### config.mk
export PLATFORM = sky130hd
export DESIGN_NAME = source_tokenizer_unit_flat
export DESIGN_NICKNAME = d
export VERILOG_FILES = /design/src/hw/rtl/stu_pkg.sv /design/src/hw/rtl/stu_char_if.sv /design/src/hw/rtl/stu_tok_if.sv /design/src/hw/rtl/stu_front.sv /design/src/hw/rtl/stu_queue.sv /design/src/hw/rtl/stu_back.sv /design/src/hw/rtl/source_tokenizer_unit.sv /design/src/flat_wrapper.sv
export SDC_FILE = /design/constraint.sdc
export NUM_CORES = 1
export LEC_CHECK = 0
export ABC_AREA = 0
export BUFFER_PORTS_ARGS = -buffer_cell sky130_fd_sc_hd__buf_2
export CAP_MARGIN = 20
export CORE_ASPECT_RATIO = 1.25
export CORE_UTILIZATION = 30
export CTS_CLUSTER_SIZE = 14
export DETAILED_ROUTE_END_ITERATION = 12
export PLACE_DENSITY_LB_ADDON = 0.12
export SLEW_MARGIN = 30
export SYNTH_ARGS = -nofsm -noshare
export SYNTH_HDL_FRONTEND = slang
export SYNTH_SLANG_ARGS = --single-unit
### constraint.sdc
create_clock -name clk -period 24.6 [get_ports clk]
set_input_delay 3.69 -clock clk [delete_from_list [all_inputs] [get_ports clk]]
set_output_delay 3.69 -clock clk [all_outputs]
set_load 0.02 [all_outputs]
### src/hw/rtl/stu_pkg.sv
// Shared types, constants and scanning helpers for the source tokenizer.
// Depends on nothing; every other file of the block but stu_char_if uses it by scoped names.
package stu_pkg;

	localparam int LINE_W      = 24;
	localparam int QUEUE_DEPTH = 4;
	localparam int MAX_RES     = 4;
	localparam logic [LINE_W-1:0] LINE_MAX   = '1;
	localparam logic [LINE_W-1:0] LINE_RESET = 24'd1;

	typedef enum logic [4:0] {
		M_IDLE, M_DOLLAR, M_NAME, M_LT, M_GT, M_TILDE, M_DOT, M_STR, M_ESC,
		M_INT, M_FRAC, M_EXPS, M_EXPSIGN, M_EXPD, M_SLASH, M_LCOM, M_BCOM, M_BSTAR
	} mode_t;

	typedef enum logic [3:0] {
		K_END, K_CHAR, K_NAME, K_KEYWORD, K_STRING, K_NUMBER,
		K_LE, K_GE, K_NE, K_CONC, K_DEBUG, K_WRONG
	} kind_t;

	localparam logic [7:0] CH_NUL = 8'h00;
	localparam logic [7:0] CH_TAB = 8'h09;
	localparam logic [7:0] CH_NL  = 8'h0A;
	localparam logic [7:0] CH_CR  = 8'h0D;
	localparam logic [7:0] CH_BSL = 8'h5C;

	localparam logic [63:0] KW_TEXT [16] = '{
		"and", "do", "else", "elseif", "end", "function", "if", "local",
		"nil", "not", "or", "repeat", "return", "then", "until", "while"};
	localparam logic [3:0] KW_LEN [16] = '{
		4'd3, 4'd2, 4'd4, 4'd6, 4'd3, 4'd8, 4'd2, 4'd5,
		4'd3, 4'd3, 4'd2, 4'd6, 4'd6, 4'd4, 4'd5, 4'd5};
	localparam logic [63:0] DBG_TEXT [2] = '{"debug", "nodebug"};
	localparam logic [3:0] DBG_LEN [2] = '{4'd5, 4'd7};

	// One result without its line number.
	typedef struct packed {
		logic       is_text;
		logic [7:0] text_byte;
		kind_t      token_kind;
		logic [3:0] keyword_index;
		logic [7:0] char_value;
		logic       debug_on;
		logic       comment_error;
	} rec_t;

	// All results caused by one character.
	typedef struct packed {
		logic [2:0]        cnt;
		logic [LINE_W-1:0] line;
		rec_t [MAX_RES-1:0] rec;
	} group_t;

	typedef struct packed {
		mode_t             mode;
		logic [15:0]       cand;
		logic [3:0]        wlen;
		logic [1:0]        dm;
		logic [7:0]        delim;
		logic [LINE_W-1:0] line;
	} scan_t;

	typedef struct packed {
		scan_t      st;
		logic       again;
		logic [1:0] n;
		rec_t       r0;
		rec_t       r1;
	} step_t;

	function automatic logic is_digit(input logic [7:0] c);
		return c >= "0" && c <= "9";
	endfunction

	function automatic logic is_alpha(input logic [7:0] c);
		return (c >= "a" && c <= "z") || (c >= "A" && c <= "Z");
	endfunction

	function automatic logic is_word(input logic [7:0] c);
		return is_alpha(c) || is_digit(c) || c == "_";
	endfunction

	// Byte at position p of a right-aligned string literal of length len.
	function automatic logic [7:0] str_at(input logic [63:0] s, input logic [3:0] len,
			input logic [3:0] p);
		logic [63:0] sh;
		sh = s >> (8 * (32'(len) - 32'(p) - 1));
		return sh[7:0];
	endfunction

	function automatic rec_t mk_text(input logic [7:0] c);
		rec_t r;
		r = '0;
		r.is_text = 1'b1;
		r.text_byte = c;
		r.token_kind = K_END;
		return r;
	endfunction

	function automatic rec_t mk_fin(input kind_t k);
		rec_t r;
		r = '0;
		r.token_kind = k;
		return r;
	endfunction

	function automatic rec_t mk_char(input logic [7:0] c);
		rec_t r;
		r = '0;
		r.token_kind = K_CHAR;
		r.char_value = c;
		return r;
	endfunction

endpackage

### src/hw/rtl/stu_char_if.sv
// Character input channel of the source tokenizer: valid/ready and one byte.
// Depends on nothing.
interface stu_char_if;
	logic       valid;
	logic       ready;
	logic [7:0] ch;

	modport source(output valid, output ch, input ready);
	modport sink(input valid, input ch, output ready);
endinterface

### src/hw/rtl/stu_tok_if.sv
// Result channel of the source tokenizer: valid/ready and one result beat.
// Depends on stu_pkg for the line width.
interface stu_tok_if;
	logic                       valid;
	logic                       ready;
	logic                       is_text;
	logic [7:0]                 text_byte;
	logic [3:0]                 token_kind;
	logic [3:0]                 keyword_index;
	logic [7:0]                 char_value;
	logic                       debug_on;
	logic [stu_pkg::LINE_W-1:0] line_number;
	logic                       comment_error;
	logic                       last;

	modport source(output valid, output is_text, output text_byte, output token_kind,
		output keyword_index, output char_value, output debug_on, output line_number,
		output comment_error, output last, input ready);
	modport sink(input valid, input is_text, input text_byte, input token_kind,
		input keyword_index, input char_value, input debug_on, input line_number,
		input comment_error, input last, output ready);
endinterface

### src/hw/rtl/stu_front.sv
// Front end: takes one character per beat, runs the scanner state machine and
// builds the group of results it causes. Depends on stu_pkg and stu_char_if.
module stu_front (
	input  logic                         clk,
	input  logic                         arst_n,
	stu_char_if.sink                     src,
	input  logic                         first_line_we,
	input  logic [stu_pkg::LINE_W-1:0]   first_line_wdata,
	input  logic                         q_full,
	output logic                         push,
	output stu_pkg::group_t              grp
);

	stu_pkg::scan_t              st_q, st_d;
	logic [stu_pkg::LINE_W-1:0]  first_line_q;

	function automatic stu_pkg::scan_t word_start(input stu_pkg::scan_t s);
		stu_pkg::scan_t o;
		o = s;
		o.cand = '1;
		o.dm = 2'b11;
		o.wlen = '0;
		return o;
	endfunction

	// Narrows the keyword and $-word candidate masks by one more letter.
	function automatic stu_pkg::scan_t word_add(input stu_pkg::scan_t s,
			input logic [7:0] c);
		stu_pkg::scan_t o;
		o = s;
		for (int k = 0; k < 16; k++) begin
			if (!(s.wlen < stu_pkg::KW_LEN[k] &&
					stu_pkg::str_at(stu_pkg::KW_TEXT[k], stu_pkg::KW_LEN[k], s.wlen) == c))
				o.cand[k] = 1'b0;
		end
		for (int k = 0; k < 2; k++) begin
			if (!(s.wlen < stu_pkg::DBG_LEN[k] &&
					stu_pkg::str_at(stu_pkg::DBG_TEXT[k], stu_pkg::DBG_LEN[k], s.wlen) == c))
				o.dm[k] = 1'b0;
		end
		if (s.wlen != 4'd15) o.wlen = s.wlen + 4'd1;
		return o;
	endfunction

	function automatic logic [stu_pkg::LINE_W-1:0] bump(input logic [stu_pkg::LINE_W-1:0] l);
		return (l == stu_pkg::LINE_MAX) ? l : l + 1'b1;
	endfunction

	// One pass of the scanner over the character in the current mode.
	function automatic stu_pkg::step_t handle(input stu_pkg::scan_t s, input logic [7:0] c,
			input logic [stu_pkg::LINE_W-1:0] fl);
		stu_pkg::step_t h;
		stu_pkg::rec_t  rr;
		logic           hit;
		h = '0;
		h.st = s;
		hit = 1'b0;
		case (s.mode)
			stu_pkg::M_IDLE: begin
				if (c == stu_pkg::CH_NL) h.st.line = bump(s.line);
				else if (c == " " || c == stu_pkg::CH_TAB) h.n = 2'd0;
				else if (c == stu_pkg::CH_NUL) begin
					h.n = 2'd1; h.r0 = stu_pkg::mk_fin(stu_pkg::K_END); h.st.line = fl;
				end else if (c == "$") begin
					h.st = word_start(s); h.st.mode = stu_pkg::M_DOLLAR;
				end else if (c inside {"<", ">", "~"}) begin
					h.n = 2'd1; h.r0 = stu_pkg::mk_text(c);
					h.st.mode = (c == "<") ? stu_pkg::M_LT :
						(c == ">") ? stu_pkg::M_GT : stu_pkg::M_TILDE;
				end else if (c == "\"" || c == "'") begin
					h.st.delim = c; h.st.mode = stu_pkg::M_STR;
				end else if (stu_pkg::is_alpha(c) || c == "_") begin
					h.st = word_add(word_start(s), c); h.st.mode = stu_pkg::M_NAME;
					h.n = 2'd1; h.r0 = stu_pkg::mk_text(c);
				end else if (c == ".") begin
					h.n = 2'd1; h.r0 = stu_pkg::mk_text(c); h.st.mode = stu_pkg::M_DOT;
				end else if (stu_pkg::is_digit(c)) begin
					h.n = 2'd1; h.r0 = stu_pkg::mk_text(c); h.st.mode = stu_pkg::M_INT;
				end else if (c == "/") h.st.mode = stu_pkg::M_SLASH;
				else begin
					h.n = 2'd2; h.r0 = stu_pkg::mk_text(c); h.r1 = stu_pkg::mk_char(c);
				end
			end
			stu_pkg::M_DOLLAR: begin
				if (stu_pkg::is_word(c)) begin
					h.st = word_add(s, c); h.n = 2'd1; h.r0 = stu_pkg::mk_text(c);
				end else begin
					h.st.mode = stu_pkg::M_IDLE; h.again = 1'b1; h.n = 2'd1;
					rr = stu_pkg::mk_fin(stu_pkg::K_DEBUG);
					if (s.dm[0] && s.wlen == stu_pkg::DBG_LEN[0]) rr.debug_on = 1'b1;
					else if (!(s.dm[1] && s.wlen == stu_pkg::DBG_LEN[1]))
						rr = stu_pkg::mk_fin(stu_pkg::K_WRONG);
					h.r0 = rr;
				end
			end
			stu_pkg::M_NAME: begin
				if (stu_pkg::is_word(c)) begin
					h.st = word_add(s, c); h.n = 2'd1; h.r0 = stu_pkg::mk_text(c);
				end else begin
					h.st.mode = stu_pkg::M_IDLE; h.again = 1'b1; h.n = 2'd1;
					h.r0 = stu_pkg::mk_fin(stu_pkg::K_NAME);
					for (int k = 15; k >= 0; k--) begin
						if (s.cand[k] && stu_pkg::KW_LEN[k] == s.wlen) begin
							hit = 1'b1;
							h.r0 = stu_pkg::mk_fin(stu_pkg::K_KEYWORD);
							h.r0.keyword_index = 4'(k);
						end
					end
				end
			end
			stu_pkg::M_LT, stu_pkg::M_GT, stu_pkg::M_TILDE: begin
				h.st.mode = stu_pkg::M_IDLE;
				if (c == "=") begin
					h.n = 2'd2; h.r0 = stu_pkg::mk_text(c);
					h.r1 = stu_pkg::mk_fin((s.mode == stu_pkg::M_LT) ? stu_pkg::K_LE :
						(s.mode == stu_pkg::M_GT) ? stu_pkg::K_GE : stu_pkg::K_NE);
				end else begin
					h.n = 2'd1; h.again = 1'b1;
					h.r0 = stu_pkg::mk_char((s.mode == stu_pkg::M_LT) ? 8'h3C :
						(s.mode == stu_pkg::M_GT) ? 8'h3E : 8'h7E);
				end
			end
			stu_pkg::M_DOT: begin
				if (c == ".") begin
					h.n = 2'd2; h.r0 = stu_pkg::mk_text(c);
					h.r1 = stu_pkg::mk_fin(stu_pkg::K_CONC); h.st.mode = stu_pkg::M_IDLE;
				end else if (stu_pkg::is_digit(c)) begin
					h.n = 2'd1; h.r0 = stu_pkg::mk_text(c); h.st.mode = stu_pkg::M_FRAC;
				end else begin
					h.st.mode = stu_pkg::M_IDLE; h.again = 1'b1; h.n = 2'd1;
					h.r0 = stu_pkg::mk_char(8'h2E);
				end
			end
			stu_pkg::M_STR: begin
				if (c == s.delim) begin
					h.n = 2'd1; h.r0 = stu_pkg::mk_fin(stu_pkg::K_STRING);
					h.st.mode = stu_pkg::M_IDLE;
				end else if (c == stu_pkg::CH_NUL || c == stu_pkg::CH_NL) begin
					h.n = 2'd1; h.r0 = stu_pkg::mk_fin(stu_pkg::K_WRONG);
					h.st.mode = stu_pkg::M_IDLE; h.again = 1'b1;
				end else if (c == stu_pkg::CH_BSL) h.st.mode = stu_pkg::M_ESC;
				else begin
					h.n = 2'd1; h.r0 = stu_pkg::mk_text(c);
				end
			end
			stu_pkg::M_ESC: begin
				h.st.mode = stu_pkg::M_STR; h.n = 2'd1;
				if (c == "n") h.r0 = stu_pkg::mk_text(stu_pkg::CH_NL);
				else if (c == "t") h.r0 = stu_pkg::mk_text(stu_pkg::CH_TAB);
				else if (c == "r") h.r0 = stu_pkg::mk_text(stu_pkg::CH_CR);
				else begin
					h.r0 = stu_pkg::mk_text(stu_pkg::CH_BSL); h.again = 1'b1;
				end
			end
			stu_pkg::M_INT, stu_pkg::M_FRAC: begin
				if (stu_pkg::is_digit(c)) begin
					h.n = 2'd1; h.r0 = stu_pkg::mk_text(c);
				end else if (c == "." && s.mode == stu_pkg::M_INT) begin
					h.n = 2'd1; h.r0 = stu_pkg::mk_text(c); h.st.mode = stu_pkg::M_FRAC;
				end else if (c == "e" || c == "E") begin
					h.n = 2'd1; h.r0 = stu_pkg::mk_text(c); h.st.mode = stu_pkg::M_EXPS;
				end else begin
					h.st.mode = stu_pkg::M_IDLE; h.again = 1'b1; h.n = 2'd1;
					h.r0 = stu_pkg::mk_fin(stu_pkg::K_NUMBER);
				end
			end
			stu_pkg::M_EXPS, stu_pkg::M_EXPSIGN: begin
				if (stu_pkg::is_digit(c)) begin
					h.n = 2'd1; h.r0 = stu_pkg::mk_text(c); h.st.mode = stu_pkg::M_EXPD;
				end else if (s.mode == stu_pkg::M_EXPS && (c == "+" || c == "-")) begin
					h.n = 2'd1; h.r0 = stu_pkg::mk_text(c); h.st.mode = stu_pkg::M_EXPSIGN;
				end else begin
					h.st.mode = stu_pkg::M_IDLE; h.again = 1'b1; h.n = 2'd1;
					h.r0 = stu_pkg::mk_fin(stu_pkg::K_WRONG);
				end
			end
			stu_pkg::M_EXPD: begin
				if (stu_pkg::is_digit(c)) begin
					h.n = 2'd1; h.r0 = stu_pkg::mk_text(c);
				end else begin
					h.st.mode = stu_pkg::M_IDLE; h.again = 1'b1; h.n = 2'd1;
					h.r0 = stu_pkg::mk_fin(stu_pkg::K_NUMBER);
				end
			end
			stu_pkg::M_SLASH: begin
				if (c == "/") h.st.mode = stu_pkg::M_LCOM;
				else if (c == "*") h.st.mode = stu_pkg::M_BCOM;
				else begin
					h.st.mode = stu_pkg::M_IDLE; h.again = 1'b1; h.n = 2'd2;
					h.r0 = stu_pkg::mk_text(8'h2F); h.r1 = stu_pkg::mk_char(8'h2F);
				end
			end
			stu_pkg::M_LCOM: begin
				if (c == stu_pkg::CH_NL || c == stu_pkg::CH_NUL) begin
					h.st.mode = stu_pkg::M_IDLE; h.again = 1'b1;
				end
			end
			stu_pkg::M_BCOM, stu_pkg::M_BSTAR: begin
				if (c == stu_pkg::CH_NUL) begin
					h.n = 2'd1; h.r0 = stu_pkg::mk_fin(stu_pkg::K_END);
					h.r0.comment_error = 1'b1;
					h.st.line = fl; h.st.mode = stu_pkg::M_IDLE;
				end else begin
					if (c == stu_pkg::CH_NL) h.st.line = bump(s.line);
					if (s.mode == stu_pkg::M_BSTAR && c == "/") h.st.mode = stu_pkg::M_IDLE;
					else h.st.mode = (c == "*") ? stu_pkg::M_BSTAR : stu_pkg::M_BCOM;
				end
			end
			default: begin
				h.st.mode = stu_pkg::M_IDLE; h.again = 1'b1;
			end
		endcase
		if (hit) h.again = 1'b1;
		return h;
	endfunction

	// Up to four passes over one character; every result carries the line
	// count seen at the start, since counts change only after the last result.
	always_comb begin
		stu_pkg::scan_t s;
		stu_pkg::step_t h;
		logic           go;
		logic [2:0]     n;
		s = st_q;
		go = 1'b1;
		n = '0;
		grp = '0;
		grp.line = st_q.line;
		for (int p = 0; p < stu_pkg::MAX_RES; p++) begin
			if (go) begin
				h = handle(s, src.ch, first_line_q);
				if (h.n != 2'd0 && n < 3'd4) begin
					grp.rec[n[1:0]] = h.r0;
					n = n + 3'd1;
				end
				if (h.n == 2'd2 && n < 3'd4) begin
					grp.rec[n[1:0]] = h.r1;
					n = n + 3'd1;
				end
				s = h.st;
				go = h.again;
			end
		end
		grp.cnt = n;
		st_d = s;
	end

	assign src.ready = !q_full;
	assign push = src.valid && src.ready && grp.cnt != 3'd0;

	always_ff @(posedge clk or negedge arst_n) begin
		if (!arst_n) begin
			first_line_q <= stu_pkg::LINE_RESET;
			st_q.mode    <= stu_pkg::M_IDLE;
			st_q.cand    <= '1;
			st_q.wlen    <= '0;
			st_q.dm      <= '0;
			st_q.delim   <= '0;
			st_q.line    <= stu_pkg::LINE_RESET;
		end else if (first_line_we) begin
			first_line_q <= first_line_wdata;
			st_q.line    <= first_line_wdata;
		end else if (src.valid && src.ready) begin
			st_q <= st_d;
		end
	end

endmodule

### src/hw/rtl/stu_queue.sv
// Short queue of result groups between the front and back ends.
// Depends on stu_pkg for the group type.
module stu_queue #(
	parameter int DEPTH = stu_pkg::QUEUE_DEPTH
) (
	input  logic            clk,
	input  logic            arst_n,
	input  logic            push,
	input  stu_pkg::group_t wdata,
	output logic            full,
	input  logic            pop,
	output logic            nonempty,
	output stu_pkg::group_t head
);

	localparam int PW = (DEPTH > 1) ? $clog2(DEPTH) : 1;

	stu_pkg::group_t      mem_q [DEPTH];
	logic [PW-1:0]        wr_q, rd_q;
	logic [$clog2(DEPTH+1)-1:0] cnt_q;

	assign full = cnt_q == ($clog2(DEPTH+1))'(DEPTH);
	assign nonempty = cnt_q != '0;
	assign head = mem_q[rd_q];

	function automatic logic [PW-1:0] wrap_inc(input logic [PW-1:0] p);
		return (p == PW'(DEPTH - 1)) ? '0 : p + 1'b1;
	endfunction

	always_ff @(posedge clk) begin
		if (push) mem_q[wr_q] <= wdata;
	end

	always_ff @(posedge clk or negedge arst_n) begin
		if (!arst_n) begin
			wr_q  <= '0;
			rd_q  <= '0;
			cnt_q <= '0;
		end else begin
			if (push) wr_q <= wrap_inc(wr_q);
			if (pop) rd_q <= wrap_inc(rd_q);
			if (push && !pop) cnt_q <= cnt_q + 1'b1;
			else if (pop && !push) cnt_q <= cnt_q - 1'b1;
		end
	end

	a_no_overflow: assert property (@(posedge clk) disable iff (!arst_n) !(push && full))
		else $error("queue written while full");
	a_no_underflow: assert property (@(posedge clk) disable iff (!arst_n) !(pop && !nonempty))
		else $error("queue read while empty");

endmodule

### src/hw/rtl/stu_back.sv
// Back end: sends the results of the head group one beat at a time and marks
// the final one. Depends on stu_pkg and stu_tok_if.
module stu_back (
	input  logic            clk,
	input  logic            arst_n,
	input  logic            nonempty,
	input  stu_pkg::group_t head,
	output logic            pop,
	stu_tok_if.source       tok
);

	logic [1:0]    idx_q;
	stu_pkg::rec_t r;
	logic          at_end;

	assign r = head.rec[idx_q];
	assign at_end = {1'b0, idx_q} == head.cnt - 3'd1;

	assign tok.valid         = nonempty;
	assign tok.is_text       = r.is_text;
	assign tok.text_byte     = r.text_byte;
	assign tok.token_kind    = r.token_kind;
	assign tok.keyword_index = r.keyword_index;
	assign tok.char_value    = r.char_value;
	assign tok.debug_on      = r.debug_on;
	assign tok.line_number   = head.line;
	assign tok.comment_error = r.comment_error;
	assign tok.last          = at_end;

	assign pop = tok.valid && tok.ready && at_end;

	always_ff @(posedge clk or negedge arst_n) begin
		if (!arst_n) begin
			idx_q <= '0;
		end else if (tok.valid && tok.ready) begin
			idx_q <= at_end ? 2'd0 : idx_q + 2'd1;
		end
	end

	a_idx_in_group: assert property (@(posedge clk) disable iff (!arst_n)
		nonempty |-> ({1'b0, idx_q} < head.cnt))
		else $error("result index beyond group size");
	a_idx_resets: assert property (@(posedge clk) disable iff (!arst_n)
		pop |=> idx_q == 2'd0)
		else $error("result index not cleared after group");

endmodule

### src/hw/rtl/source_tokenizer_unit.sv
// Source tokenizer: one character per beat in, text-byte and token-end beats out.
// Each character's results are registered in the group queue before they go out as beats.
// Throughput: one character per cycle while the output keeps up; a character
// causing n results occupies the output for n beats, and the group queue
// (QUEUE_DEPTH entries) sets how far the input runs ahead.
// Reset clears the scanner to between tokens and sets line count to LINE_RESET; first_line_we loads first_line_wdata.
module source_tokenizer_unit #(
	parameter int QUEUE_DEPTH = stu_pkg::QUEUE_DEPTH
) (
	input  logic                       clk,
	input  logic                       arst_n,
	stu_char_if.sink                   src,
	stu_tok_if.source                  tok,
	input  logic                       first_line_we,
	input  logic [stu_pkg::LINE_W-1:0] first_line_wdata
);

	stu_pkg::group_t grp, head;
	logic            push, full, pop, nonempty;

	stu_front u_front (
		.clk, .arst_n, .src, .first_line_we, .first_line_wdata,
		.q_full(full), .push, .grp
	);

	stu_queue #(.DEPTH(QUEUE_DEPTH)) u_queue (
		.clk, .arst_n, .push, .wdata(grp), .full, .pop, .nonempty, .head
	);

	stu_back u_back (
		.clk, .arst_n, .nonempty, .head, .pop, .tok
	);

endmodule
### src/flat_wrapper.sv
// flat-port wrapper written by rule: the top's interface ports become plain ports
module source_tokenizer_unit_flat 
#(
	parameter int QUEUE_DEPTH = stu_pkg::QUEUE_DEPTH
)
  (clk, arst_n, first_line_we, first_line_wdata, src_valid, src_ch, src_ready, tok_valid, tok_is_text, tok_text_byte, tok_token_kind, tok_keyword_index, tok_char_value, tok_debug_on, tok_line_number, tok_comment_error, tok_last, tok_ready);
  stu_char_if src_i ();
  stu_tok_if tok_i ();
  input  logic clk;
  input  logic arst_n;
  input  logic first_line_we;
  input  logic [stu_pkg::LINE_W-1:0] first_line_wdata;
  input wire logic [$bits(src_i.valid)-1:0] src_valid;
  input wire logic [$bits(src_i.ch)-1:0] src_ch;
  output wire logic [$bits(src_i.ready)-1:0] src_ready;
  output wire logic [$bits(tok_i.valid)-1:0] tok_valid;
  output wire logic [$bits(tok_i.is_text)-1:0] tok_is_text;
  output wire logic [$bits(tok_i.text_byte)-1:0] tok_text_byte;
  output wire logic [$bits(tok_i.token_kind)-1:0] tok_token_kind;
  output wire logic [$bits(tok_i.keyword_index)-1:0] tok_keyword_index;
  output wire logic [$bits(tok_i.char_value)-1:0] tok_char_value;
  output wire logic [$bits(tok_i.debug_on)-1:0] tok_debug_on;
  output wire logic [$bits(tok_i.line_number)-1:0] tok_line_number;
  output wire logic [$bits(tok_i.comment_error)-1:0] tok_comment_error;
  output wire logic [$bits(tok_i.last)-1:0] tok_last;
  input wire logic [$bits(tok_i.ready)-1:0] tok_ready;
  assign src_i.valid = src_valid;
  assign src_i.ch = src_ch;
  assign src_ready = src_i.ready;
  assign tok_valid = tok_i.valid;
  assign tok_is_text = tok_i.is_text;
  assign tok_text_byte = tok_i.text_byte;
  assign tok_token_kind = tok_i.token_kind;
  assign tok_keyword_index = tok_i.keyword_index;
  assign tok_char_value = tok_i.char_value;
  assign tok_debug_on = tok_i.debug_on;
  assign tok_line_number = tok_i.line_number;
  assign tok_comment_error = tok_i.comment_error;
  assign tok_last = tok_i.last;
  assign tok_i.ready = tok_ready;
  source_tokenizer_unit #(.QUEUE_DEPTH(QUEUE_DEPTH)) u_core (.clk(clk), .arst_n(arst_n), .src(src_i), .tok(tok_i), .first_line_we(first_line_we), .first_line_wdata(first_line_wdata));
endmodule
# After elaboration in Yosys (flattened, before gate mapping)
# Memory sizes are Yosys's and may differ from the RTL's.
# Cells that the tools add are included.
# totals
register_bits	92
ramBits	540
input_bits	37
output_inout_bits	54
wordCells	1316
n_memories	1
# memory_table
name	depth	word_bits	rd	rd_clocked_by_memory_dff	wr	line	source
u_core.u_queue.mem_q	4	135	1	0	1	stu_queue.sv:18	stu_pkg::group_t mem_q [DEPTH];
# op_classes
n_addsub	77
n_lt_le_gt_ge	56
n_eq_ne	226
shift	72
muxes	643
n_bitwise	1
n_reduce_logical	229
# op_table
operator	count
$mux 27	115
$mux 56	37
$mux 54	36
$mux 108	13
$pmux 29 s12	4
$mux 29	27
$bwmux 108	7
$mux 59	11
$mux 24	26
$shr 39x32->8 const A	16
$eq 8x8->1	76
$shr 47x32->8 const A	12
$shr 23x32->8 const A	16
$pmux 27 s4	4
$shr 15x32->8 const A	12
$demux 27 s2	7
$mux 5	64
$pmux 24 s3	4
$mux 35	8
$shr 31x32->8 const A	8
$shr 63x32->8 const A	4
$pmux 30 s2	4
$pmux 5 s11	4
$shr 55x32->8 const A	4
63 further kinds	785

# Depth between registers and ports, before layout
# Gate-level depths: netlist (run 1).
# logic_depth
word_depth	86
depth_mapped	30
depth_no_buf	24

# Hierarchy
# From an unflattened synthesis (run 1), not the netlist that was laid out.
# hier_totals
cells_unflattened	3049
hier_area_um2	35849.4
# modules_own_cells
mod	n_inst	cells_per_inst	area_per_inst_um2
stu_queue	1	742	19885.3
stu_front	1	2229	14913.1
stu_back	1	78	1051.0

# Worst setup path before layout (run 1)
# Ideal clock, no wire load.
# synth_timing
path_kind	input port to flip-flop
from	in src_ch[7]
to	mem u_core.u_queue.mem_q[0][0] (netlist bit), enable pin
setup_ns	0.510
arrival_ns	11.569
required_time_ns	24.090
path_slack_ns	12.521
stages	24
path_buffers	6
cell_sequence	buf_2 > or4_4 > buf_6 > buf_6 > buf_2 > o311ai_2 > o31a_1 > o211a_1 > o221a_1 > clkbuf_1 > nand3_1 > nor4_1 > or2_2 > buf_2 > nor2b_1 > xnor2_1 > ha_1 > a31oi_1 > ha_1 > nor2_1 > a21boi_1 > inv_1 > a31oi_2 > and2_1
# synth_via
elab_chain_cells	59
elab_cells_between_ends	631
# synth_rtl
item	line	source
start, declared	flat_wrapper.sv:14	input wire logic [$bits(src_i.ch)-1:0] src_ch;
branches (longest 54 deep; another with $ge 8x7->1)	-	
$mux 3 *	stu_front.sv:230	if (go) begin
$reduce_bool 3->1 *	stu_front.sv:249	assign push = src.valid && src.ready && grp.cnt != 3'd0;
$logic_and 1x1->1 *	stu_front.sv:249	
net u_core.push	source_tokenizer_unit.sv:19	logic push, full, pop, nonempty;
$mux 1 *	stu_queue.sv:31	if (push) mem_q[wr_q] <= wdata;
$mux 1 (not written as such) *	stu_queue.sv:31	
end, declared	stu_queue.sv:18	
# Mark *: on every way through the listed nets, which the timed path passes. The select of a mux whose other input is x is not followed.

# Worst setup path in the final report (run 1)
# layout_timing
from	in src_ch[2]
to	mem u_core.u_queue.mem_q[2][98] (netlist bit), enable pin
# The elaborated chain is that of the path after synthesis.

==> impl_metrics.csv, run 1 <==
group,metric,value,unit
floorplan,placeableCoreArea,0.116,mm2
drt,postRouteAntennaNets,0,
global_routing,globalRouteMet2Util,39.0,%
placement,port_buffers,90,
clocking,post_cts_hold_buffer_count,0,
layout,register_cell_area_after_layout,0.0186,mm2
layout,finish.net_count,3244,
layout,area_overhead_vs_synth,14.4,%
floorplan,start_util,30.3,%
layout,final.fill_count,11600,
synthesis,postSynthCellCount,3018,
floorplan,fp-row-count,140,
setup_path,timing.critical_path.fanout_max,61,
global_routing,grt_remaining_overflow,0,
pwr,irDropWorstVdd,0.0694,mV
clocking,ctsHtreeMaxLevel,3,
setup_path,slowest_delay,0.80,ns
clocking,clkLatencyLatePin,0.68,ns
drt,routed_via_density,5.75,
clocking,number_of_buffers_added_by_the_clock_tree_synthesis_step,71,
setup_path,cp_slowest_cell,"sky130_fd_sc_hd__buf_4",
sta,finalCritPeriodShare,49.9,%
setup_path,crit_chain,"buf_2 -> buf_4 -> nor2b_1 -> nand4_1 -> a211oi_1 -> nor2_1 -> o41ai_2 -> nand3_1 -> nor4_1 -> or2_2 -> nor2b_1 -> nor2_1 -> or2_2 -> ha_1 -> nand3_1 -> a32o_1 -> a21boi_1 -> inv_1 -> a31oi_2 -> and2_4 -> buf_6 -> buf_4",
drt,drt-initial-drc-count,2805,
clocking,cts_root_buf,"sky130_fd_sc_hd__clkbuf_16",
outcome,outcome,"finished clean",
sta,tightest_slew,1.04,ns
sta,grt_setup_unrepaired,"false",
setup_path,critPathRequiredTime,24.87,ns
global_routing,grt_antenna_before_repair,1,
global_routing,most_utilized_layer_in_the_global_route_result,"met2",
drt,drcViolationCount,0,
layout,layout.cells.most_common_list,"sky130_fd_sc_hd__edfxtp_1, sky130_fd_sc_hd__nor2_1, sky130_fd_sc_hd__nand2_1, sky130_fd_sc_hd__o21ai_0, sky130_fd_sc_hd__a21oi_1",
synthesis,yosysWarningCount,0,
placement,finalWeightedCongestion,0.948,
sta,finalMaxSlewViolations,0,
floorplan,vert_die_dim,385,um
synthesis,ys_async_sr_fraction,14.6,%
setup_path,type_of_origin_of_the_critical_path,"input pin",
synthesis,ys_seq_elements,632,
setup_path,cp_data_arrival_time,12.55,ns
pwr,power_density,145,mW/mm2
drt,dr.pass1.iters,8,
synthesis,synth_cell_types,112,
clocking,cts-root-to-sink-buffers,3,
placement,dp_hpwl,97600,um
sta,hold_viol_final,0,
synthesis,synth_area_leaders,"sky130_fd_sc_hd__edfxtp_1, sky130_fd_sc_hd__mux4_2, sky130_fd_sc_hd__dfrtp_1",
floorplan,design.die.area,0.119,mm2
setup_path,endpoint_kind,"flip-flop",
synthesis,ys_dominant_reg_cell,"sky130_fd_sc_hd__edfxtp_1",
drt,finalWirelength,137000,um
sta,crit_path_time_final,12.28,ns
synthesis,syn_avg_cell_area,11.7,um2
drt,vias,27500,
global_routing,global_route.usage.met1,29.2,%
floorplan,io-pin-count,91,
synthesis,area_of_the_mapped_netlist,0.0352,mm2
clocking,count_of_instances_resized_after_the_clock_tree_is_built,0,
layout,multi_input_comb_area,0.0162,mm2
clocking,cts_num_sinks,632,
synthesis,post-synth-top-area-fraction,46.0,%
pwr,leakage,13.7,nW
run,maxcap_violations,0,
setup_path,crit_family,"simple AND/OR/NAND/NOR gates",
global_routing,gr-usage-all-layers,23.0,%
placement,preCtsSetupSlack,11.51,ns
clocking,cts.reportedPaths.clkPinSlew,0.06,ns
layout,drive_gt1_share,17.6,%
global_routing,first_global_vias,27300,
sta,final_worst_setup_slack,12.32,ns
global_routing,grt_pass1_wl,198000,um
global_routing,grt_start_max_net_pins,66,
global_routing,met3_usage,3.18,%
sta,setup-violations-final,0,
synthesis,ys_seq_area_share,52.6,%
clocking,tritoncts,"done",
hold_path,min_path_type,"reg -> reg",
drt,routed_wire_length_per_instance,28.7,um
sta,clock-skew-final,0.0390,ns
layout,layout_commonest_cell,"sky130_fd_sc_hd__edfxtp_1",
sta,totalNegativeSetupSlack,0,ns
sta,max_freq,81.5,MHz
setup_path,cp.buffers_inverters,5,
sta,max_slew_margin,30.6,%
synthesis,post_synth_edffs,540,
synthesis,yosys.area.top_type,"sky130_fd_sc_hd__edfxtp_1",
setup_path,setup.worst_path.class,"in -> reg",
floorplan,die-width,309,um
clocking,postCtsSetupBuffers,0,
## kinds of logic (layout without fill, tap and decap cells)
kind of cell	count (synthesis)	after routing	synth area share [%]
simple gates	996	996	14.3
compound gates	789	789	14.9
flops	632	632	52.6
buf+inv	279	352	3.17
mux	215	215	12.0
xor+xnor	66	66	1.64
fa+ha+maj	40	40	1.43
other cells	1	133	0.0106
## metal layers
layer | wire, um | share of wire, % | vias up
li1 | - | - | 12000
met4 | 5610 | 4.1 | 0
met5 | 0 | 0 | -
met2 | 67600 | 49 | 1056
met1 | 57300 | 42 | 14100
met3 | 7010 | 5.1 | 257
## registers in the layout, summed over array words and instances (netlist names)
signal,count
u_core.u_back.idx_q,2
u_core.u_front.first_line_q,24
u_core.u_front.grp,24
u_core.u_front.st_q,35
u_core.u_queue.cnt_q,3
u_core.u_queue.mem_q,540
u_core.u_queue.rd_q,2
u_core.u_queue.wr_q,2
## per-stage QoR
stage | std cells | util [%] | power (mW) | hold WS [ns] | instance area [um2]
6_report | 4785 | 34.6 | 5.83 | 0.486 | 40300
5_1_grt | 4784 | 34.6 | 6.15 | 0.509 | 40300
4_1_cts | 4784 | 34.6 | 5.90 | 0.492 | 40300
2_1_floorplan | 3149 | - | 3.68 | 0.456 | 35700
3_3_place_gp | 4657 | 32.5 | 4.78 | 0.476 | 37900
3_5_place_dp | 4657 | 32.6 | 4.79 | 0.484 | 37900
## cell type report
class	count	share of cell area [%]
clock buffer	88	4.77
timing repair buffer	170	2.66
inverter	55	0.512
antenna	1	0.00621
tap	1562	4.85
sequential	632	46.0
multi-input combinational	2238	40.1
clock inverter	39	1.08
## path summary, 6_finish.rpt
kind / start / cells after the start / slack, ns / to
max: src_ch[2] / 22 / 12.32 / u_core.u_queue.mem_q[2][98]
min: u_core.u_queue.cnt_q[2] / 1 / 0.49 / u_core.u_queue.cnt_q[2]
max reg2reg: u_core.u_front.st_q[56] / 22 / 15.19 / u_core.u_queue.mem_q[2][98]
min reg2reg: u_core.u_queue.cnt_q[2] / 1 / 0.49 / u_core.u_queue.cnt_q[2]
max in group asynchronous: arst_n / 2 / 20.18 / u_core.u_queue.rd_q[1]
min in group asynchronous: arst_n / 1 / 3.02 / u_core.u_front.st_q[33]
## report_power, final
part | switching [mW] | internal [mW]
Clock | 0.448 | 0.632
Sequential | 0.182 | 1.61
Combinational | 1.97 | 0.989
Total | 2.60 | 3.23
## Yosys cell counts (all sizes together), types with 11 or more instances
cell / number
a22o: 12
a2111oi: 13
mux2i: 22
nand4: 50
nor2b: 28
mux2: 31
clkbuf: 166
o31ai: 22
xnor2: 43
a31oi: 43
a21oi: 166
o21ai: 208
buf: 58
nor4: 40
and4: 13
a22oi: 28
a221oi: 12
xor2: 23
or4: 11
dfrtp: 74
nor3: 90
o211ai: 22
mux4: 162
a21o: 27
ha: 38
inv: 53
dfstp: 18
nand2: 248
nor2: 257
or3: 22
edfxtp: 540
and2: 33
a311oi: 15
or2: 17
a211oi: 33
o221ai: 15
o2111ai: 15
o22ai: 32
and3: 38
nand2b: 15
nand3: 89
No activity file was read; power rests on OpenSTA's default activity.
==> run 2: changes to the inputs <==
--- a/config.mk
+++ b/config.mk
@@ -5,7 +5,7 @@
 export SDC_FILE = /design/constraint.sdc
 export NUM_CORES = 1
 export LEC_CHECK = 0
-export ABC_AREA = 0
+export ABC_AREA = 1
 export BUFFER_PORTS_ARGS = -buffer_cell sky130_fd_sc_hd__buf_2
 export CAP_MARGIN = 20
 export CORE_ASPECT_RATIO = 1.25
==> constraint.sdc (replaced) <==
create_clock -name clk -period 12.5 [get_ports clk]
set_input_delay 1.875 -clock clk [delete_from_list [all_inputs] [get_ports clk]]
set_output_delay 1.875 -clock clk [all_outputs]
set_load 0.02 [all_outputs]
==> run 2 against run 1 <==
  * Design area rose by 4.7%
  * Final cell count rose by 31%
  * Setup slack got worse by 9.0 ns
  * Sequential share of layout area fell by 2.1 points
  * Global-route usage fell by 0.80 points
  * Clock-buffer cell count rose by 5
  * First-iteration DRC count rose by 1.6%
  * Area after synthesis rose by 6.4%
  * Via count rose by 19%
  * Non-clock buffer count fell by 35
==> impl_metrics.csv, run 2 <==
group,metric,value,unit
outcome,outcome,"finished clean",
setup_path,cp_data_arrival_time,9.46,ns
clocking,number_of_buffers_added_by_the_clock_tree_synthesis_step,72,
drt,drt-initial-drc-count,2851,
drt,finalWirelength,143000,um
synthesis,postSynthCellCount,4494,
drt,routed_via_density,5.21,
layout,layout_top_registers,"u_core.u_queue.mem_q x540, u_core.u_front.st_q x35",
layout,area_overhead_vs_synth,12.6,%
synthesis,post_synth_edffs,540,
synthesis,yosysWarningCount,0,
clocking,ctsHtreeMaxLevel,3,
layout,finish.net_count,4690,
sta,setup-violations-final,0,
sta,max_freq,109,MHz
synthesis,yosysMostFrequentCell,"sky130_fd_sc_hd__nand2_1",
sta,grt_setup_unrepaired,"false",
synthesis,leading_post_synthesis_cells_by_instance_count,"sky130_fd_sc_hd__nand2_1, sky130_fd_sc_hd__nor2_1, sky130_fd_sc_hd__edfxtp_1",
clocking,postCtsSetupBuffers,0,
clocking,cts.reportedPaths.clkPinSlew,0.06,ns
floorplan,start_util,30.3,%
setup_path,cp.buffers_inverters,5,
sta,max_slew_margin,32.6,%
global_routing,grt_antenna_before_repair,2,
setup_path,cp_most_frequent_cell,"sky130_fd_sc_hd__nand2_1",
setup_path,cp_slowest_cell,"sky130_fd_sc_hd__nor2_4",
synthesis,synth_cell_types,74,
synthesis,post-synth-top-area-fraction,43.2,%
layout,layout.cells.most_common_list,"sky130_fd_sc_hd__nand2_1, sky130_fd_sc_hd__nor2_1, sky130_fd_sc_hd__edfxtp_1, sky130_fd_sc_hd__o21ai_0, sky130_fd_sc_hd__inv_1",
setup_path,setup.worst_path.class,"in -> reg",
floorplan,placeableCoreArea,0.124,mm2
sta,hold_viol_final,0,
sta,finalMaxSlewViolations,0,
synthesis,syn_avg_cell_area,8.34,um2
sta,finalCritPeriodShare,73.7,%
synthesis,area_of_the_mapped_netlist,0.0375,mm2
global_routing,grt_start_max_net_pins,199,
drt,drcViolationCount,0,
setup_path,type_of_origin_of_the_critical_path,"input pin",
global_routing,first_global_vias,31500,
setup_path,critPathRequiredTime,12.75,ns
sta,totalNegativeSetupSlack,0,ns
setup_path,timing.critical_path.fanout_max,111,
synthesis,yosys.area.top_type,"sky130_fd_sc_hd__edfxtp_1",
placement,dp_hpwl,97600,um
clocking,cts-root-to-sink-buffers,3,
global_routing,grt_remaining_overflow,0,
clocking,cts_num_sinks,632,
clocking,post_cts_hold_buffer_count,0,
placement,port_buffers,90,
hold_path,min_path_type,"reg -> reg",
sta,crit_path_time_final,9.21,ns
global_routing,gr-usage-all-layers,22.2,%
sta,tightest_slew,0.998,ns
synthesis,synth_area_leaders,"sky130_fd_sc_hd__edfxtp_1, sky130_fd_sc_hd__nand2_1, sky130_fd_sc_hd__nor2_1",
global_routing,grt_pass1_wl,212000,um
synthesis,ys_seq_area_share,49.4,%
clocking,clkLatencyLatePin,0.67,ns
synthesis,ys_seq_elements,632,
drt,postRouteAntennaNets,0,
drt,routed_wire_length_per_instance,22.8,um
layout,final.fill_count,13000,
layout,layout_commonest_cell,"sky130_fd_sc_hd__nand2_1",
synthesis,ys_dominant_reg_cell,"sky130_fd_sc_hd__edfxtp_1",
drt,vias,32600,
clocking,tritoncts,"done",
floorplan,vert_die_dim,397,um
sta,clock-skew-final,0.0441,ns
floorplan,fp-row-count,144,
clocking,count_of_instances_resized_after_the_clock_tree_is_built,0,
layout,largest-register,"u_core.u_queue.mem_q",
drt,dr.pass1.iters,6,
setup_path,endpoint_kind,"flip-flop",
synthesis,ys_async_sr_fraction,14.6,%
floorplan,die-width,318,um
layout,largest_register_ff_count,540,
layout,drive_gt1_share,9.85,%
setup_path,slowest_delay,0.66,ns
setup_path,regToRegSetupSlack,4.79,ns
run,maxcap_violations,0,
placement,finalWeightedCongestion,0.992,
setup_path,crit_family,"simple AND/OR/NAND/NOR gates",
floorplan,io-pin-count,91,
floorplan,design.die.area,0.126,mm2
clocking,cts_root_buf,"sky130_fd_sc_hd__clkbuf_16",
-- run 2: changes by cell type after synthesis, moves of 41 or more --
cell / change
sky130_fd_sc_hd__inv_1: +279
sky130_fd_sc_hd__inv_2: +41
sky130_fd_sc_hd__mux4_2: -162
sky130_fd_sc_hd__nand2_1: +677
sky130_fd_sc_hd__nand2_2: +43
sky130_fd_sc_hd__nand3_1: +192
sky130_fd_sc_hd__nor2_1: +411
sky130_fd_sc_hd__o21ai_0: +288
sky130_fd_sc_hd__o221ai_1: +76
sky130_fd_sc_hd__xor2_1: +46
-- run 2: per-stage QoR --
step | util, % | hold WS, ns | instances | setup slack, ns | instance area [um2]
6_report | 34.2 | 0.482 | 6268 | 3.29 | 42200
5_1_grt | 34.2 | 0.518 | 6267 | 2.78 | 42200
4_1_cts | 34.1 | 0.487 | 6266 | 3.39 | 42200
3_5_place_dp | 32.3 | 0.478 | 6136 | 2.70 | 39900
3_3_place_gp | 32.3 | 0.474 | 6135 | 2.84 | 39900
2_1_floorplan | - | 0.443 | 4625 | 0.775 | 38000
-- run 2: path summary, 6_finish.rpt --
path,start,to,depth (start not counted)
setup reg to reg,u_core.u_front.st_q[37],u_core.u_queue.mem_q[1][18],28
min in group asynchronous,arst_n,u_core.u_queue.cnt_q[2],1
hold reg to reg,u_core.u_front.st_q[40],u_core.u_front.st_q[40],2
hold / removal,u_core.u_front.st_q[40],u_core.u_front.st_q[40],2
max in group asynchronous,arst_n,u_core.u_front.st_q[36],2
setup / recovery,src_ch[1],u_core.u_queue.mem_q[1][18],32
-- run 2: cells by family (layout without fill, tap and decap cells) --
group           after synthesis  after routing  share of synthesized area [%]
xor+xnor                     84             84                           1.98
buf+inv                     612            648                           6.68
mux                           1              1                         0.0300
compound gates              966            966                           15.4
other cells                   1            133                         0.0100
flops                       632            632                           49.4
fa+ha+maj                    48             48                           1.62
simple gates               2150           2150                           24.8
-- run 2: area by class of cell --
class	instances	area, um2	area share (%)
sequential	632	18600	43.9
clock buffer	93	1950	4.63
multi-input combinational	3381	17000	40.3
antenna	1	2.50	0.00592
timing repair buffer	135	918	2.17
tap	1606	2010	4.76
inverter	383	1460	3.45
clock inverter	37	322	0.761
-- run 2: metal layers --
metal	vias up	global-route usage, %	wire [um]
met3	195	2.64	6680
met4	0	7.01	3950
met1	15900	29.5	63700
met5	-	0	0
met2	959	37.4	68300
li1	15600	-	-
-- run 2: worst register-to-register path: cells and delay by family, from the launching register on --
family | cells | cell delay [ns]
AOI/OAI and AO/OA | 3 | 0.66
adders and majority gates | 1 | 0.56
buffers and inverters | 6 | 2.12
DFF | 1 | 0.73
and+or+nand+nor | 18 | 2.95
Power of run 2 is left out: the tool's default activity adds up to more than one toggle a clock period on the data nets, which glitch-free logic cannot reach.
